### config.mk
export PLATFORM = sky130hd
export DESIGN_NAME = priority_bitmap_round_robin_scheduler_core
export DESIGN_NICKNAME = d
export VERILOG_FILES = /design/src/rtl/pbrr_pkg.sv /design/src/rtl/pbrr_level_map.sv /design/src/rtl/priority_bitmap_round_robin_scheduler_core.sv
export SDC_FILE = /design/constraint.sdc
export NUM_CORES = 2
export LEC_CHECK = 0
export ABC_AREA = 0
export BUFFER_PORTS_ARGS = -buffer_cell sky130_fd_sc_hd__buf_2
export CAP_MARGIN = 25
export CORE_ASPECT_RATIO = 1.75
export CORE_MARGIN = 2
export CORE_UTILIZATION = 35
export DETAILED_ROUTE_END_ITERATION = 12
export PLACE_DENSITY_LB_ADDON = 0.08
export SYNTH_ARGS = -nofsm -noshare
export SYNTH_HDL_FRONTEND = slang
export SYNTH_SLANG_ARGS = --single-unit
### constraint.sdc
create_clock -name i_clk -period 16.2 [get_ports i_clk]
set_input_delay 2.43 -clock i_clk [delete_from_list [all_inputs] [get_ports i_clk]]
set_output_delay 2.43 -clock i_clk [all_outputs]
set_load 0.1 [all_outputs]
### src/rtl/pbrr_pkg.sv
package pbrr_pkg;

    // Default sizes of the scheduler.
    localparam int MAX_TASKS_DEF   = 64;
    localparam int PRIO_LEVELS_DEF = 256;

    // Field widths fixed by the item format.
    localparam int MODE_W  = 2;
    localparam int TASKID_W = 6;
    localparam int LEVEL_W = 8;

    // The bitmap is kept and scanned one word at a time.
    localparam int WORD_BITS = 32;
    localparam int BIT_SEL_W = 5;

    // Item modes.
    localparam logic [MODE_W-1:0] MODE_READY   = 2'd0;
    localparam logic [MODE_W-1:0] MODE_UNREADY = 2'd1;
    localparam logic [MODE_W-1:0] MODE_PICK    = 2'd2;

    // Commands from the sequencer to the level map.
    typedef struct packed {
        logic               set;
        logic               clr;
        logic [LEVEL_W-1:0] upd_lvl;
        logic               scan_start;
        logic               scan_step;
    } t_map_ctl;

    // Status from the level map back to the sequencer.
    typedef struct packed {
        logic               test_bit;
        logic               hit;
        logic               last;
        logic [LEVEL_W-1:0] found_lvl;
    } t_map_stat;

endpackage

### src/rtl/pbrr_level_map.sv
module pbrr_level_map
    import pbrr_pkg::*;
#(
    parameter int PRIORITY_LEVELS = PRIO_LEVELS_DEF
) (
    input  logic               i_clk,
    input  logic               i_rst_n,
    input  t_map_ctl           i_ctl,
    input  logic [LEVEL_W-1:0] i_test_lvl,
    output t_map_stat          o_stat
);

    localparam int WORDS  = (PRIORITY_LEVELS + WORD_BITS - 1) / WORD_BITS;
    localparam int WIDX_W = (WORDS > 1) ? $clog2(WORDS) : 1;

    logic [WORD_BITS-1:0] r_bitmap [WORDS];
    logic [WIDX_W-1:0]    r_widx;

    logic [WIDX_W-1:0]    upd_word;
    logic [WIDX_W-1:0]    test_word;
    logic [WORD_BITS-1:0] scan_word;
    logic [BIT_SEL_W-1:0] scan_bit;
    logic                 test_in_range;

    // Position of the highest set bit of one bitmap word.
    function automatic logic [BIT_SEL_W-1:0] hi_bit(input logic [WORD_BITS-1:0] w);
        logic [BIT_SEL_W-1:0] pos;
        pos = '0;
        for (int i = 0; i < WORD_BITS; i++) begin
            if (w[i]) begin
                pos = BIT_SEL_W'(i);
            end
        end
        return pos;
    endfunction

    assign upd_word  = WIDX_W'(i_ctl.upd_lvl >> BIT_SEL_W);
    assign test_word = WIDX_W'(i_test_lvl >> BIT_SEL_W);

    // One bit per non-empty level; the sequencer only touches levels in range.
    always_ff @(posedge i_clk) begin
        if (!i_rst_n) begin
            for (int w = 0; w < WORDS; w++) begin
                r_bitmap[w] <= '0;
            end
        end else if (i_ctl.set) begin
            r_bitmap[upd_word][i_ctl.upd_lvl[BIT_SEL_W-1:0]] <= 1'b1;
        end else if (i_ctl.clr) begin
            r_bitmap[upd_word][i_ctl.upd_lvl[BIT_SEL_W-1:0]] <= 1'b0;
        end
    end

    // Scan pointer walks from the top word down, one word per cycle.
    always_ff @(posedge i_clk) begin
        if (!i_rst_n) begin
            r_widx <= '0;
        end else if (i_ctl.scan_start) begin
            r_widx <= WIDX_W'(WORDS - 1);
        end else if (i_ctl.scan_step) begin
            r_widx <= r_widx - 1'b1;
        end
    end

    assign scan_word     = r_bitmap[r_widx];
    assign scan_bit      = hi_bit(scan_word);
    assign test_in_range = ({1'b0, i_test_lvl} < 9'(PRIORITY_LEVELS));

    always_comb begin
        o_stat.test_bit  = test_in_range && r_bitmap[test_word][i_test_lvl[BIT_SEL_W-1:0]];
        o_stat.hit       = |scan_word;
        o_stat.last      = (r_widx == '0);
        o_stat.found_lvl = LEVEL_W'({r_widx, scan_bit});
    end

endmodule

### src/rtl/priority_bitmap_round_robin_scheduler_core.sv
// Priority bitmap scheduler with one round-robin task queue per priority level.
// Input channel: an item is taken at a rising edge with start high and busy low.
// i_mode selects ready (append task), unready (unlink task) or pick (reschedule).
// Result channel: o_done is high for exactly one cycle per item, and the running
// task, switch_done and pending_out are valid in that cycle only. The receiver
// cannot stall; each result must be captured in its strobe cycle.
// States to the strobe: S_LOOK, S_DONE for a ready to an empty level, an unready,
// a pick that does nothing or an unused mode; S_LOOK, S_TAIL, S_LINK, S_DONE for
// a ready to a non-empty level; for a pick, S_LOOK, S_ROT if the running level is
// still set, S_SCAN over up to W = ceil(PRIORITY_LEVELS / 32) bitmap words,
// scanned one word per cycle by a single priority encoder, S_SEL if a level is
// found, then S_DONE. Each link memory has one read and one write port, so a
// ready append is spread over three memory steps. busy stays low from the strobe
// cycle on, so the next item can follow at once. Reset: synchronous, active low.
// After reset a clearing pass zeroes the per-task queue state; busy is high
// during it. No task runs and no reschedule is pending after reset.
module priority_bitmap_round_robin_scheduler_core
    import pbrr_pkg::*;
#(
    parameter int MAX_TASKS       = MAX_TASKS_DEF,
    parameter int PRIORITY_LEVELS = PRIO_LEVELS_DEF
) (
    input  logic                       i_clk,
    input  logic                       i_rst_n,
    input  logic                       start,
    output logic                       busy,
    input  logic [MODE_W-1:0]          i_mode,
    input  logic [TASKID_W-1:0]        i_task_id,
    input  logic signed [LEVEL_W-1:0]  i_task_priority,
    input  logic                       i_preempt_blocked,
    output logic                       o_done,
    output logic                       o_running_valid,
    output logic [TASKID_W-1:0]        o_running_task,
    output logic signed [LEVEL_W-1:0]  o_running_priority,
    output logic                       o_switch_done,
    output logic                       o_pending_out
);

    localparam int TASK_W = $clog2(MAX_TASKS);
    localparam int LIDX_W = $clog2(PRIORITY_LEVELS);

    typedef struct packed {
        logic               queued;
        logic [LEVEL_W-1:0] level;
    } t_task_info;

    typedef enum logic [8:0] {
        S_CLEAR = 9'b0_0000_0001,
        S_IDLE  = 9'b0_0000_0010,
        S_LOOK  = 9'b0_0000_0100,
        S_TAIL  = 9'b0_0000_1000,
        S_LINK  = 9'b0_0001_0000,
        S_ROT   = 9'b0_0010_0000,
        S_SCAN  = 9'b0_0100_0000,
        S_SEL   = 9'b0_1000_0000,
        S_DONE  = 9'b1_0000_0000
    } t_state;

    t_state r_state, n_state;

    // Latched item.
    logic [MODE_W-1:0]  r_mode;
    logic [TASK_W-1:0]  r_task;
    logic [LEVEL_W-1:0] r_lvl;
    logic               r_blocked;
    logic               r_ok;

    // Scheduler state.
    logic               r_cur_present;
    logic [TASK_W-1:0]  r_cur_task;
    logic [LEVEL_W-1:0] r_cur_level;
    logic               r_pending;
    logic               r_switch;

    // Work registers.
    logic [TASK_W-1:0]  r_h;
    logic [LEVEL_W-1:0] r_found;
    logic [TASK_W-1:0]  r_clr;

    // Result registers.
    logic               r_done;
    logic               r_out_valid;
    logic [TASK_W-1:0]  r_out_task;
    logic [LEVEL_W-1:0] r_out_level;
    logic               r_out_switch;
    logic               r_out_pending;

    // Memories and their ports.
    logic [TASK_W-1:0] head_mem [PRIORITY_LEVELS];
    logic [TASK_W-1:0] next_mem [MAX_TASKS];
    logic [TASK_W-1:0] prev_mem [MAX_TASKS];
    t_task_info        info_mem [MAX_TASKS];

    logic [TASK_W-1:0] r_head_q, r_next_q, r_prev_q;
    t_task_info        r_info_q;

    logic              head_we, next_we, prev_we, info_we;
    logic [LIDX_W-1:0] head_wa, head_ra;
    logic [TASK_W-1:0] head_wd;
    logic [TASK_W-1:0] next_wa, next_wd, next_ra;
    logic [TASK_W-1:0] prev_wa, prev_wd, prev_ra;
    logic [TASK_W-1:0] info_wa, info_ra;
    t_task_info        info_wd;

    t_map_ctl           map_ctl;
    t_map_stat          map_stat;
    logic [LEVEL_W-1:0] test_lvl;

    logic               accept;
    logic [LEVEL_W-1:0] in_lvl;
    logic [TASK_W-1:0]  in_task;
    logic               in_ok;
    logic               pick_go;

    assign accept  = start && (r_state == S_IDLE);
    assign in_lvl  = {~i_task_priority[LEVEL_W-1], i_task_priority[LEVEL_W-2:0]};
    assign in_task = TASK_W'(i_task_id);
    assign in_ok   = ({5'd0, i_task_id} < 11'(MAX_TASKS)) &&
                     ({1'b0, in_lvl} < 9'(PRIORITY_LEVELS));
    assign pick_go = r_pending && !(r_cur_present && r_blocked);
    assign test_lvl = (r_mode == MODE_PICK) ? r_cur_level : r_lvl;

    pbrr_level_map #(
        .PRIORITY_LEVELS(PRIORITY_LEVELS)
    ) u_map (
        .i_clk      (i_clk),
        .i_rst_n    (i_rst_n),
        .i_ctl      (map_ctl),
        .i_test_lvl (test_lvl),
        .o_stat     (map_stat)
    );

    // Sequencer: next state, memory ports and level map commands.
    always_comb begin
        n_state = r_state;
        head_we = 1'b0;
        head_wa = LIDX_W'(r_lvl);
        head_wd = r_task;
        head_ra = LIDX_W'(r_cur_level);
        next_we = 1'b0;
        next_wa = r_task;
        next_wd = r_task;
        next_ra = r_task;
        prev_we = 1'b0;
        prev_wa = r_task;
        prev_wd = r_task;
        prev_ra = r_task;
        info_we = 1'b0;
        info_wa = r_task;
        info_wd = '{queued: 1'b1, level: r_lvl};
        info_ra = in_task;
        map_ctl = '{set: 1'b0, clr: 1'b0, upd_lvl: r_lvl, scan_start: 1'b0, scan_step: 1'b0};

        case (r_state)
            S_CLEAR: begin
                info_we = 1'b1;
                info_wa = r_clr;
                info_wd = '{queued: 1'b0, level: '0};
                if (r_clr == TASK_W'(MAX_TASKS - 1)) begin
                    n_state = S_IDLE;
                end
            end

            // Reads for the incoming item are issued from the input fields.
            S_IDLE: begin
                head_ra = (i_mode == MODE_PICK) ? LIDX_W'(r_cur_level) : LIDX_W'(in_lvl);
                next_ra = in_task;
                prev_ra = in_task;
                if (accept) begin
                    n_state = S_LOOK;
                end
            end

            S_LOOK: begin
                map_ctl.scan_start = 1'b1;
                n_state = S_DONE;
                case (r_mode)
                    MODE_READY: begin
                        if (r_ok && !r_info_q.queued) begin
                            info_we = 1'b1;
                            if (!map_stat.test_bit) begin
                                // First task of the level links to itself.
                                head_we     = 1'b1;
                                next_we     = 1'b1;
                                prev_we     = 1'b1;
                                map_ctl.set = 1'b1;
                            end else begin
                                // Append before the head; fetch the tail next.
                                next_we = 1'b1;
                                next_wd = r_head_q;
                                prev_ra = r_head_q;
                                n_state = S_TAIL;
                            end
                        end
                    end
                    MODE_UNREADY: begin
                        if (r_ok && r_info_q.queued && (r_info_q.level == r_lvl)) begin
                            info_we = 1'b1;
                            info_wd = '{queued: 1'b0, level: r_lvl};
                            if (r_next_q == r_task) begin
                                map_ctl.clr = 1'b1;
                            end else begin
                                next_we = 1'b1;
                                next_wa = r_prev_q;
                                next_wd = r_next_q;
                                prev_we = 1'b1;
                                prev_wa = r_next_q;
                                prev_wd = r_prev_q;
                                if (r_head_q == r_task) begin
                                    head_we = 1'b1;
                                    head_wd = r_next_q;
                                end
                            end
                        end
                    end
                    MODE_PICK: begin
                        if (pick_go) begin
                            if (r_cur_present && map_stat.test_bit) begin
                                next_ra = r_head_q;
                                n_state = S_ROT;
                            end else begin
                                n_state = S_SCAN;
                            end
                        end
                    end
                    default: begin
                        n_state = S_DONE;
                    end
                endcase
            end

            // Old tail now points at the new task.
            S_TAIL: begin
                next_we = 1'b1;
                next_wa = r_prev_q;
                prev_we = 1'b1;
                prev_wd = r_prev_q;
                n_state = S_LINK;
            end

            S_LINK: begin
                prev_we = 1'b1;
                prev_wa = r_h;
                n_state = S_DONE;
            end

            // Rotate the current level by one.
            S_ROT: begin
                head_we = 1'b1;
                head_wa = LIDX_W'(r_cur_level);
                head_wd = r_next_q;
                n_state = S_SCAN;
            end

            S_SCAN: begin
                head_ra = LIDX_W'(map_stat.found_lvl);
                if (map_stat.hit) begin
                    n_state = S_SEL;
                end else if (map_stat.last) begin
                    n_state = S_DONE;
                end else begin
                    map_ctl.scan_step = 1'b1;
                end
            end

            S_SEL: begin
                n_state = S_DONE;
            end

            S_DONE: begin
                n_state = S_IDLE;
            end

            default: begin
                n_state = S_IDLE;
            end
        endcase
    end

    // Memories with registered read data.
    always_ff @(posedge i_clk) begin
        if (head_we) begin
            head_mem[head_wa] <= head_wd;
        end
        r_head_q <= head_mem[head_ra];
    end

    always_ff @(posedge i_clk) begin
        if (next_we) begin
            next_mem[next_wa] <= next_wd;
        end
        r_next_q <= next_mem[next_ra];
    end

    always_ff @(posedge i_clk) begin
        if (prev_we) begin
            prev_mem[prev_wa] <= prev_wd;
        end
        r_prev_q <= prev_mem[prev_ra];
    end

    always_ff @(posedge i_clk) begin
        if (info_we) begin
            info_mem[info_wa] <= info_wd;
        end
        r_info_q <= info_mem[info_ra];
    end

    // Control state.
    always_ff @(posedge i_clk) begin
        if (!i_rst_n) begin
            r_state       <= S_CLEAR;
            r_clr         <= '0;
            r_cur_present <= 1'b0;
            r_cur_task    <= '0;
            r_cur_level   <= '0;
            r_pending     <= 1'b0;
            r_switch      <= 1'b0;
            r_done        <= 1'b0;
        end else begin
            r_state <= n_state;
            r_done  <= (r_state == S_DONE);
            if (r_state == S_CLEAR) begin
                r_clr <= r_clr + 1'b1;
            end
            if (accept) begin
                r_switch <= 1'b0;
            end
            if ((r_state == S_LOOK) &&
                ((r_mode == MODE_READY) || (r_mode == MODE_UNREADY))) begin
                r_pending <= 1'b1;
            end
            // Nothing ready: no task runs.
            if ((r_state == S_SCAN) && !map_stat.hit && map_stat.last) begin
                r_cur_present <= 1'b0;
                r_cur_task    <= '0;
                r_cur_level   <= '0;
                r_pending     <= 1'b0;
                r_switch      <= 1'b1;
            end
            if (r_state == S_SEL) begin
                r_cur_present <= 1'b1;
                r_cur_task    <= r_head_q;
                r_cur_level   <= r_found;
                r_pending     <= 1'b0;
                r_switch      <= 1'b1;
            end
        end
    end

    // Item and work registers.
    always_ff @(posedge i_clk) begin
        if (accept) begin
            r_mode    <= i_mode;
            r_task    <= in_task;
            r_lvl     <= in_lvl;
            r_blocked <= i_preempt_blocked;
            r_ok      <= in_ok;
        end
        if (r_state == S_LOOK) begin
            r_h <= r_head_q;
        end
        if (r_state == S_SCAN) begin
            r_found <= map_stat.found_lvl;
        end
    end

    // Result registers, loaded once per item.
    always_ff @(posedge i_clk) begin
        if (r_state == S_DONE) begin
            r_out_valid   <= r_cur_present;
            r_out_task    <= r_cur_task;
            r_out_level   <= r_cur_level;
            r_out_switch  <= r_switch;
            r_out_pending <= r_pending;
        end
    end

    assign busy               = (r_state != S_IDLE);
    assign o_done             = r_done;
    assign o_running_valid    = r_out_valid;
    assign o_running_task     = r_out_valid ? TASKID_W'(r_out_task) : '0;
    assign o_running_priority = r_out_valid ?
                                {~r_out_level[LEVEL_W-1], r_out_level[LEVEL_W-2:0]} : '0;
    assign o_switch_done      = r_out_switch;
    assign o_pending_out      = r_out_pending;

endmodule
==> metrics.txt <==
# TYPE chip_impl_metric gauge
chip_impl_metric{name="fin_setup_tns",unit="ns"} 0
chip_impl_info{name="critPathKind",value="reg -> reg"} 1
chip_impl_metric{name="report.final.hold_viol_count",unit=""} 0
chip_impl_metric{name="r2r.worst_path.cells",unit=""} 18
chip_impl_metric{name="timing.final.max_slew_violations",unit=""} 0
chip_impl_metric{name="placeableCoreArea",unit="um2"} 386000
chip_impl_metric{name="die-area",unit="um2"} 393000
chip_impl_metric{name="io_pins",unit=""} 39
chip_impl_info{name="synth_top_flop_cell",value="sky130_fd_sc_hd__edfxtp_1"} 1
chip_impl_metric{name="syn-num-nets",unit=""} 9021
chip_impl_metric{name="vias",unit=""} 78587
chip_impl_metric{name="clkTransAtPathRegs",unit="ns"} 0.07
chip_impl_info{name="worst_setup_sp_type",value="flip-flop"} 1
chip_impl_metric{name="postSynthAreaPerCell",unit="um2"} 15.1
chip_impl_metric{name="max_freq",unit="MHz"} 112
chip_impl_metric{name="first_global_vias",unit=""} 80969
chip_impl_metric{name="skew",unit="ns"} 0.0512
chip_impl_metric{name="post_synthesis_cell_area",unit="um2"} 136000
chip_impl_metric{name="track_usage",unit="%"} 21.7
chip_impl_metric{name="synth_cell_types",unit=""} 87
chip_impl_metric{name="post-cts-setup-buffers",unit=""} 0
chip_impl_metric{name="worstMarginPinSlew",unit="ns"} 1.12
chip_impl_metric{name="htree_levels",unit=""} 5
chip_impl_metric{name="ys_async_sr_fraction",unit="%"} 0
chip_impl_metric{name="placement.io_buffers",unit=""} 38
chip_impl_metric{name="yosys_warnings",unit=""} 0
chip_impl_info{name="hold_class",value="reg -> reg"} 1
chip_impl_metric{name="cellLeakagePower",unit="nW"} 48.8
chip_impl_metric{name="insertion_delay",unit="ns"} 0.93
chip_impl_metric{name="cts.hold.buffers_added",unit=""} 0
chip_impl_metric{name="share_of_layout_cells_above_drive_strength_1",unit="%"} 13.8
chip_impl_metric{name="floorplan.rows",unit=""} 302
chip_impl_metric{name="finish.net_count",unit=""} 8964
chip_impl_info{name="setup_repair_after_global_routing_missed_its_margin",value="no"} 1
chip_impl_metric{name="grt.overflow.total",unit=""} 0
chip_impl_metric{name="start_util",unit="%"} 35.1
chip_impl_info{name="cts.root.buffer_cell",value="sky130_fd_sc_hd__clkbuf_16"} 1
chip_impl_metric{name="drv_cap",unit=""} 0
chip_impl_metric{name="clk_path_buf_depth",unit=""} 4
chip_impl_metric{name="clkSinkCount",unit=""} 3250
chip_impl_metric{name="worst-endpoint-required",unit="ns"} 17.08
chip_impl_info{name="tritoncts",value="yes"} 1
chip_impl_metric{name="postSynthCellCount",unit=""} 8998
chip_impl_metric{name="worst_ir_drop_vdd",unit="uV"} 83.4
chip_impl_metric{name="synth.ff_latch_count",unit=""} 3250
chip_impl_info{name="mostFrequentLayoutCells",value="sky130_fd_sc_hd__edfxtp_1 (3184), sky130_fd_sc_hd__nand2_1 (1153), sky130_fd_sc_hd__nor2_1 (850)"} 1
chip_impl_metric{name="cp_max_fo",unit=""} 75
chip_impl_info{name="layout_commonest_cell",value="sky130_fd_sc_hd__edfxtp_1"} 1
chip_impl_metric{name="grt_start_max_net_pins",unit=""} 151
chip_impl_metric{name="wire_per_inst",unit="um"} 30.2
chip_impl_metric{name="grt_antenna_before_repair",unit=""} 18
chip_impl_metric{name="post-dp-hpwl",unit="mm"} 276
chip_impl_info{name="hold_path.startpoint",value="r_cur_task[0]"} 1
chip_impl_metric{name="area_delta_synth_final",unit="%"} 12.0
chip_impl_metric{name="setup_viol",unit=""} 0
chip_impl_metric{name="non_filler_instance_count_after_layout",unit=""} 14362
chip_impl_metric{name="power.total",unit="W"} 0.0173
chip_impl_info{name="reg2reg_end",value="r_head_q[0]"} 1
chip_impl_metric{name="core_util_final",unit="%"} 39.3
chip_impl_metric{name="powerDensity",unit="nW/um2"} 114
chip_impl_metric{name="timing.reg2reg.setup_slack",unit="ns"} 7.24
chip_impl_metric{name="final.min_clock_period",unit="ns"} 8.96
chip_impl_metric{name="timing.final.crit_share",unit="%"} 55.3
chip_impl_metric{name="fp.dieW",unit="um"} 475
chip_impl_metric{name="cts_buffers",unit=""} 316
chip_impl_metric{name="drt_drc_violations_left",unit=""} 0
chip_impl_info{name="worst_setup_path_endpoint",value="r_head_q[0]"} 1
chip_impl_metric{name="drt.antenna.violating_nets",unit=""} 0
chip_impl_metric{name="synth_edf_count",unit=""} 3184
chip_impl_info{name="run_status",value="completed"} 1
chip_impl_metric{name="total_detailed_routing_wirelength",unit="mm"} 434
chip_impl_metric{name="timing.slew.headroom",unit="%"} 24.9
chip_impl_metric{name="place.detailed.instances",unit=""} 13784
chip_impl_metric{name="synth-seq-area-share",unit="%"} 71.5
chip_impl_metric{name="route.detailed.vias_per_inst",unit=""} 5.47
chip_impl_metric{name="globalplace.congestion",unit=""} 0.889
chip_impl_metric{name="data_arrival_time_of_the_critical_path",unit="ns"} 9.83
chip_impl_metric{name="fp.dieH",unit="um"} 827
chip_impl_metric{name="detailedRoute.firstIterationViolations",unit=""} 6623
chip_impl_metric{name="grt_pass1_wl",unit="mm"} 613
chip_impl_info{name="crit_path_end_kind",value="flip-flop"} 1
chip_impl_metric{name="nFillCells",unit=""} 35924
chip_impl_metric{name="firstDrtPassIters",unit=""} 6
chip_impl_metric{name="post_cts.resized_instances",unit=""} 0
[layer usage]
| layer | wire length (um) | vias up | track usage, % |
|---|---|---|---|
| met3 | 17600 | 721 | 2.42 |
| met1 | 159000 | 41119 | 24.5 |
| met4 | 21700 | 4 | 9.69 |
| met5 | 21 | - | 0 |
| li1 | - | 34544 | - |
| met2 | 235000 | 2199 | 40.9 |
[final cells by class]
cell class / instances / area (um2) / area share, %
inverters: 73 / 274 / 0.180
diodes: 9 / 22.5 / 0.0148
clock buffers: 372 / 8340 / 5.49
flip-flops and latches: 3250 / 96900 / 63.9
repair buffers: 259 / 2050 / 1.35
multi-input cells: 5041 / 36100 / 23.8
well taps: 5168 / 6470 / 4.26
clock inverters: 190 / 1660 / 1.09
[worst max-delay path, cell delays in order, from the launching register on]
cell	delay, ns
sky130_fd_sc_hd__dfxtp_4	0.71
sky130_fd_sc_hd__buf_4	0.68
sky130_fd_sc_hd__mux4_2	0.41
sky130_fd_sc_hd__mux2i_1	0.39
sky130_fd_sc_hd__o211ai_1	0.23
sky130_fd_sc_hd__a21oi_1	0.20
sky130_fd_sc_hd__o21ai_0	0.17
sky130_fd_sc_hd__a21oi_1	0.67
sky130_fd_sc_hd__buf_4	0.27
sky130_fd_sc_hd__a21o_4	0.54
sky130_fd_sc_hd__buf_4	0.86
sky130_fd_sc_hd__buf_4	0.78
sky130_fd_sc_hd__buf_4	0.79
sky130_fd_sc_hd__mux4_2	0.35
sky130_fd_sc_hd__o22ai_1	0.09
sky130_fd_sc_hd__nor2_1	0.26
sky130_fd_sc_hd__o21ai_0	0.34
sky130_fd_sc_hd__nor4_1	0.83
sky130_fd_sc_hd__a31o_2	0.21
[how the worst min path moves through the flow]
stage | to | cells after the start
2_1_floorplan | r_out_level[0] | 0
4_1_cts | r_out_task[0] | 0
3_5_place_dp | r_out_task[0] | 0
5_1_grt | r_out_task[0] | 0
3_3_place_gp | r_out_task[3] | 0
6_report | r_out_task[0] | 0
[registers in the layout (all words and copies together), names as in the netlist, 6 cells and up, named ones only]
| name | cells |
|---|---|
| info_mem | 576 |
| head_mem | 1536 |
| r_cur_task | 6 |
| r_task | 6 |
| r_state | 9 |
| prev_mem | 384 |
| r_found | 8 |
| r_next_q | 6 |
| r_cur_level | 8 |
| r_out_task | 6 |
| r_out_level | 8 |
| r_prev_q | 6 |
| r_info_q | 9 |
| next_mem | 384 |
| r_clr | 6 |
| u_map.r_bitmap | 256 |
| r_lvl | 8 |
| r_head_q | 6 |
| r_h | 6 |
[metrics by stage]
step / setup WS [ns] / cell area, um2 / hold slack [ns]
after floorplan: 2.51 / 136000 / 0.406
after global placement: 7.09 / 141000 / 0.424
after detailed placement: 7.02 / 142000 / 0.422
after CTS: 7.00 / 152000 / 0.442
after global routing: 6.80 / 152000 / 0.452
final: 7.24 / 152000 / 0.449
[report_power, final]
group / switching (W) / internal (W) / total [W] / leakage [nW]
clock: 0.00325 / 0.00415 / 0.00741 / 4.92
sequential: 0.0000459 / 0.00923 / 0.00928 / 29.6
combinational: 0.000393 / 0.000178 / 0.000571 / 14.3
total: 0.00369 / 0.0136 / 0.0173 / 48.8
[logic make-up (layout without fill, tap and decap cells)]
family / count (synthesis) / in the layout / synth area share, %
mux: 1063 / 1063 / 11.5
other cells: 0 / 9 / 0
compound gates: 1153 / 1153 / 5.66
xor+xnor: 26 / 26 / 0.168
buf+inv: 707 / 894 / 2.28
fa+ha+maj: 3 / 3 / 0.0277
flops: 3250 / 3250 / 71.5
simple gates: 2796 / 2796 / 8.89
[synthesized netlist by cell type (108+ instances only)]
cell type | instances | area [um2]
sky130_fd_sc_hd__buf_2 | 140 | 701
sky130_fd_sc_hd__o211ai_1 | 125 | 938
sky130_fd_sc_hd__mux4_2 | 389 | 8760
sky130_fd_sc_hd__clkbuf_1 | 382 | 1430
sky130_fd_sc_hd__nor2_1 | 862 | 3240
sky130_fd_sc_hd__nand2_1 | 1159 | 4350
sky130_fd_sc_hd__o21ai_0 | 306 | 1530
sky130_fd_sc_hd__nand4_1 | 110 | 688
sky130_fd_sc_hd__a21oi_1 | 150 | 751
sky130_fd_sc_hd__o22ai_1 | 108 | 676
sky130_fd_sc_hd__mux2i_1 | 608 | 6090
sky130_fd_sc_hd__edfxtp_1 | 3184 | 95600
sky130_fd_sc_hd__nand3_1 | 344 | 1720
Power figures use the tool's default switching activity.
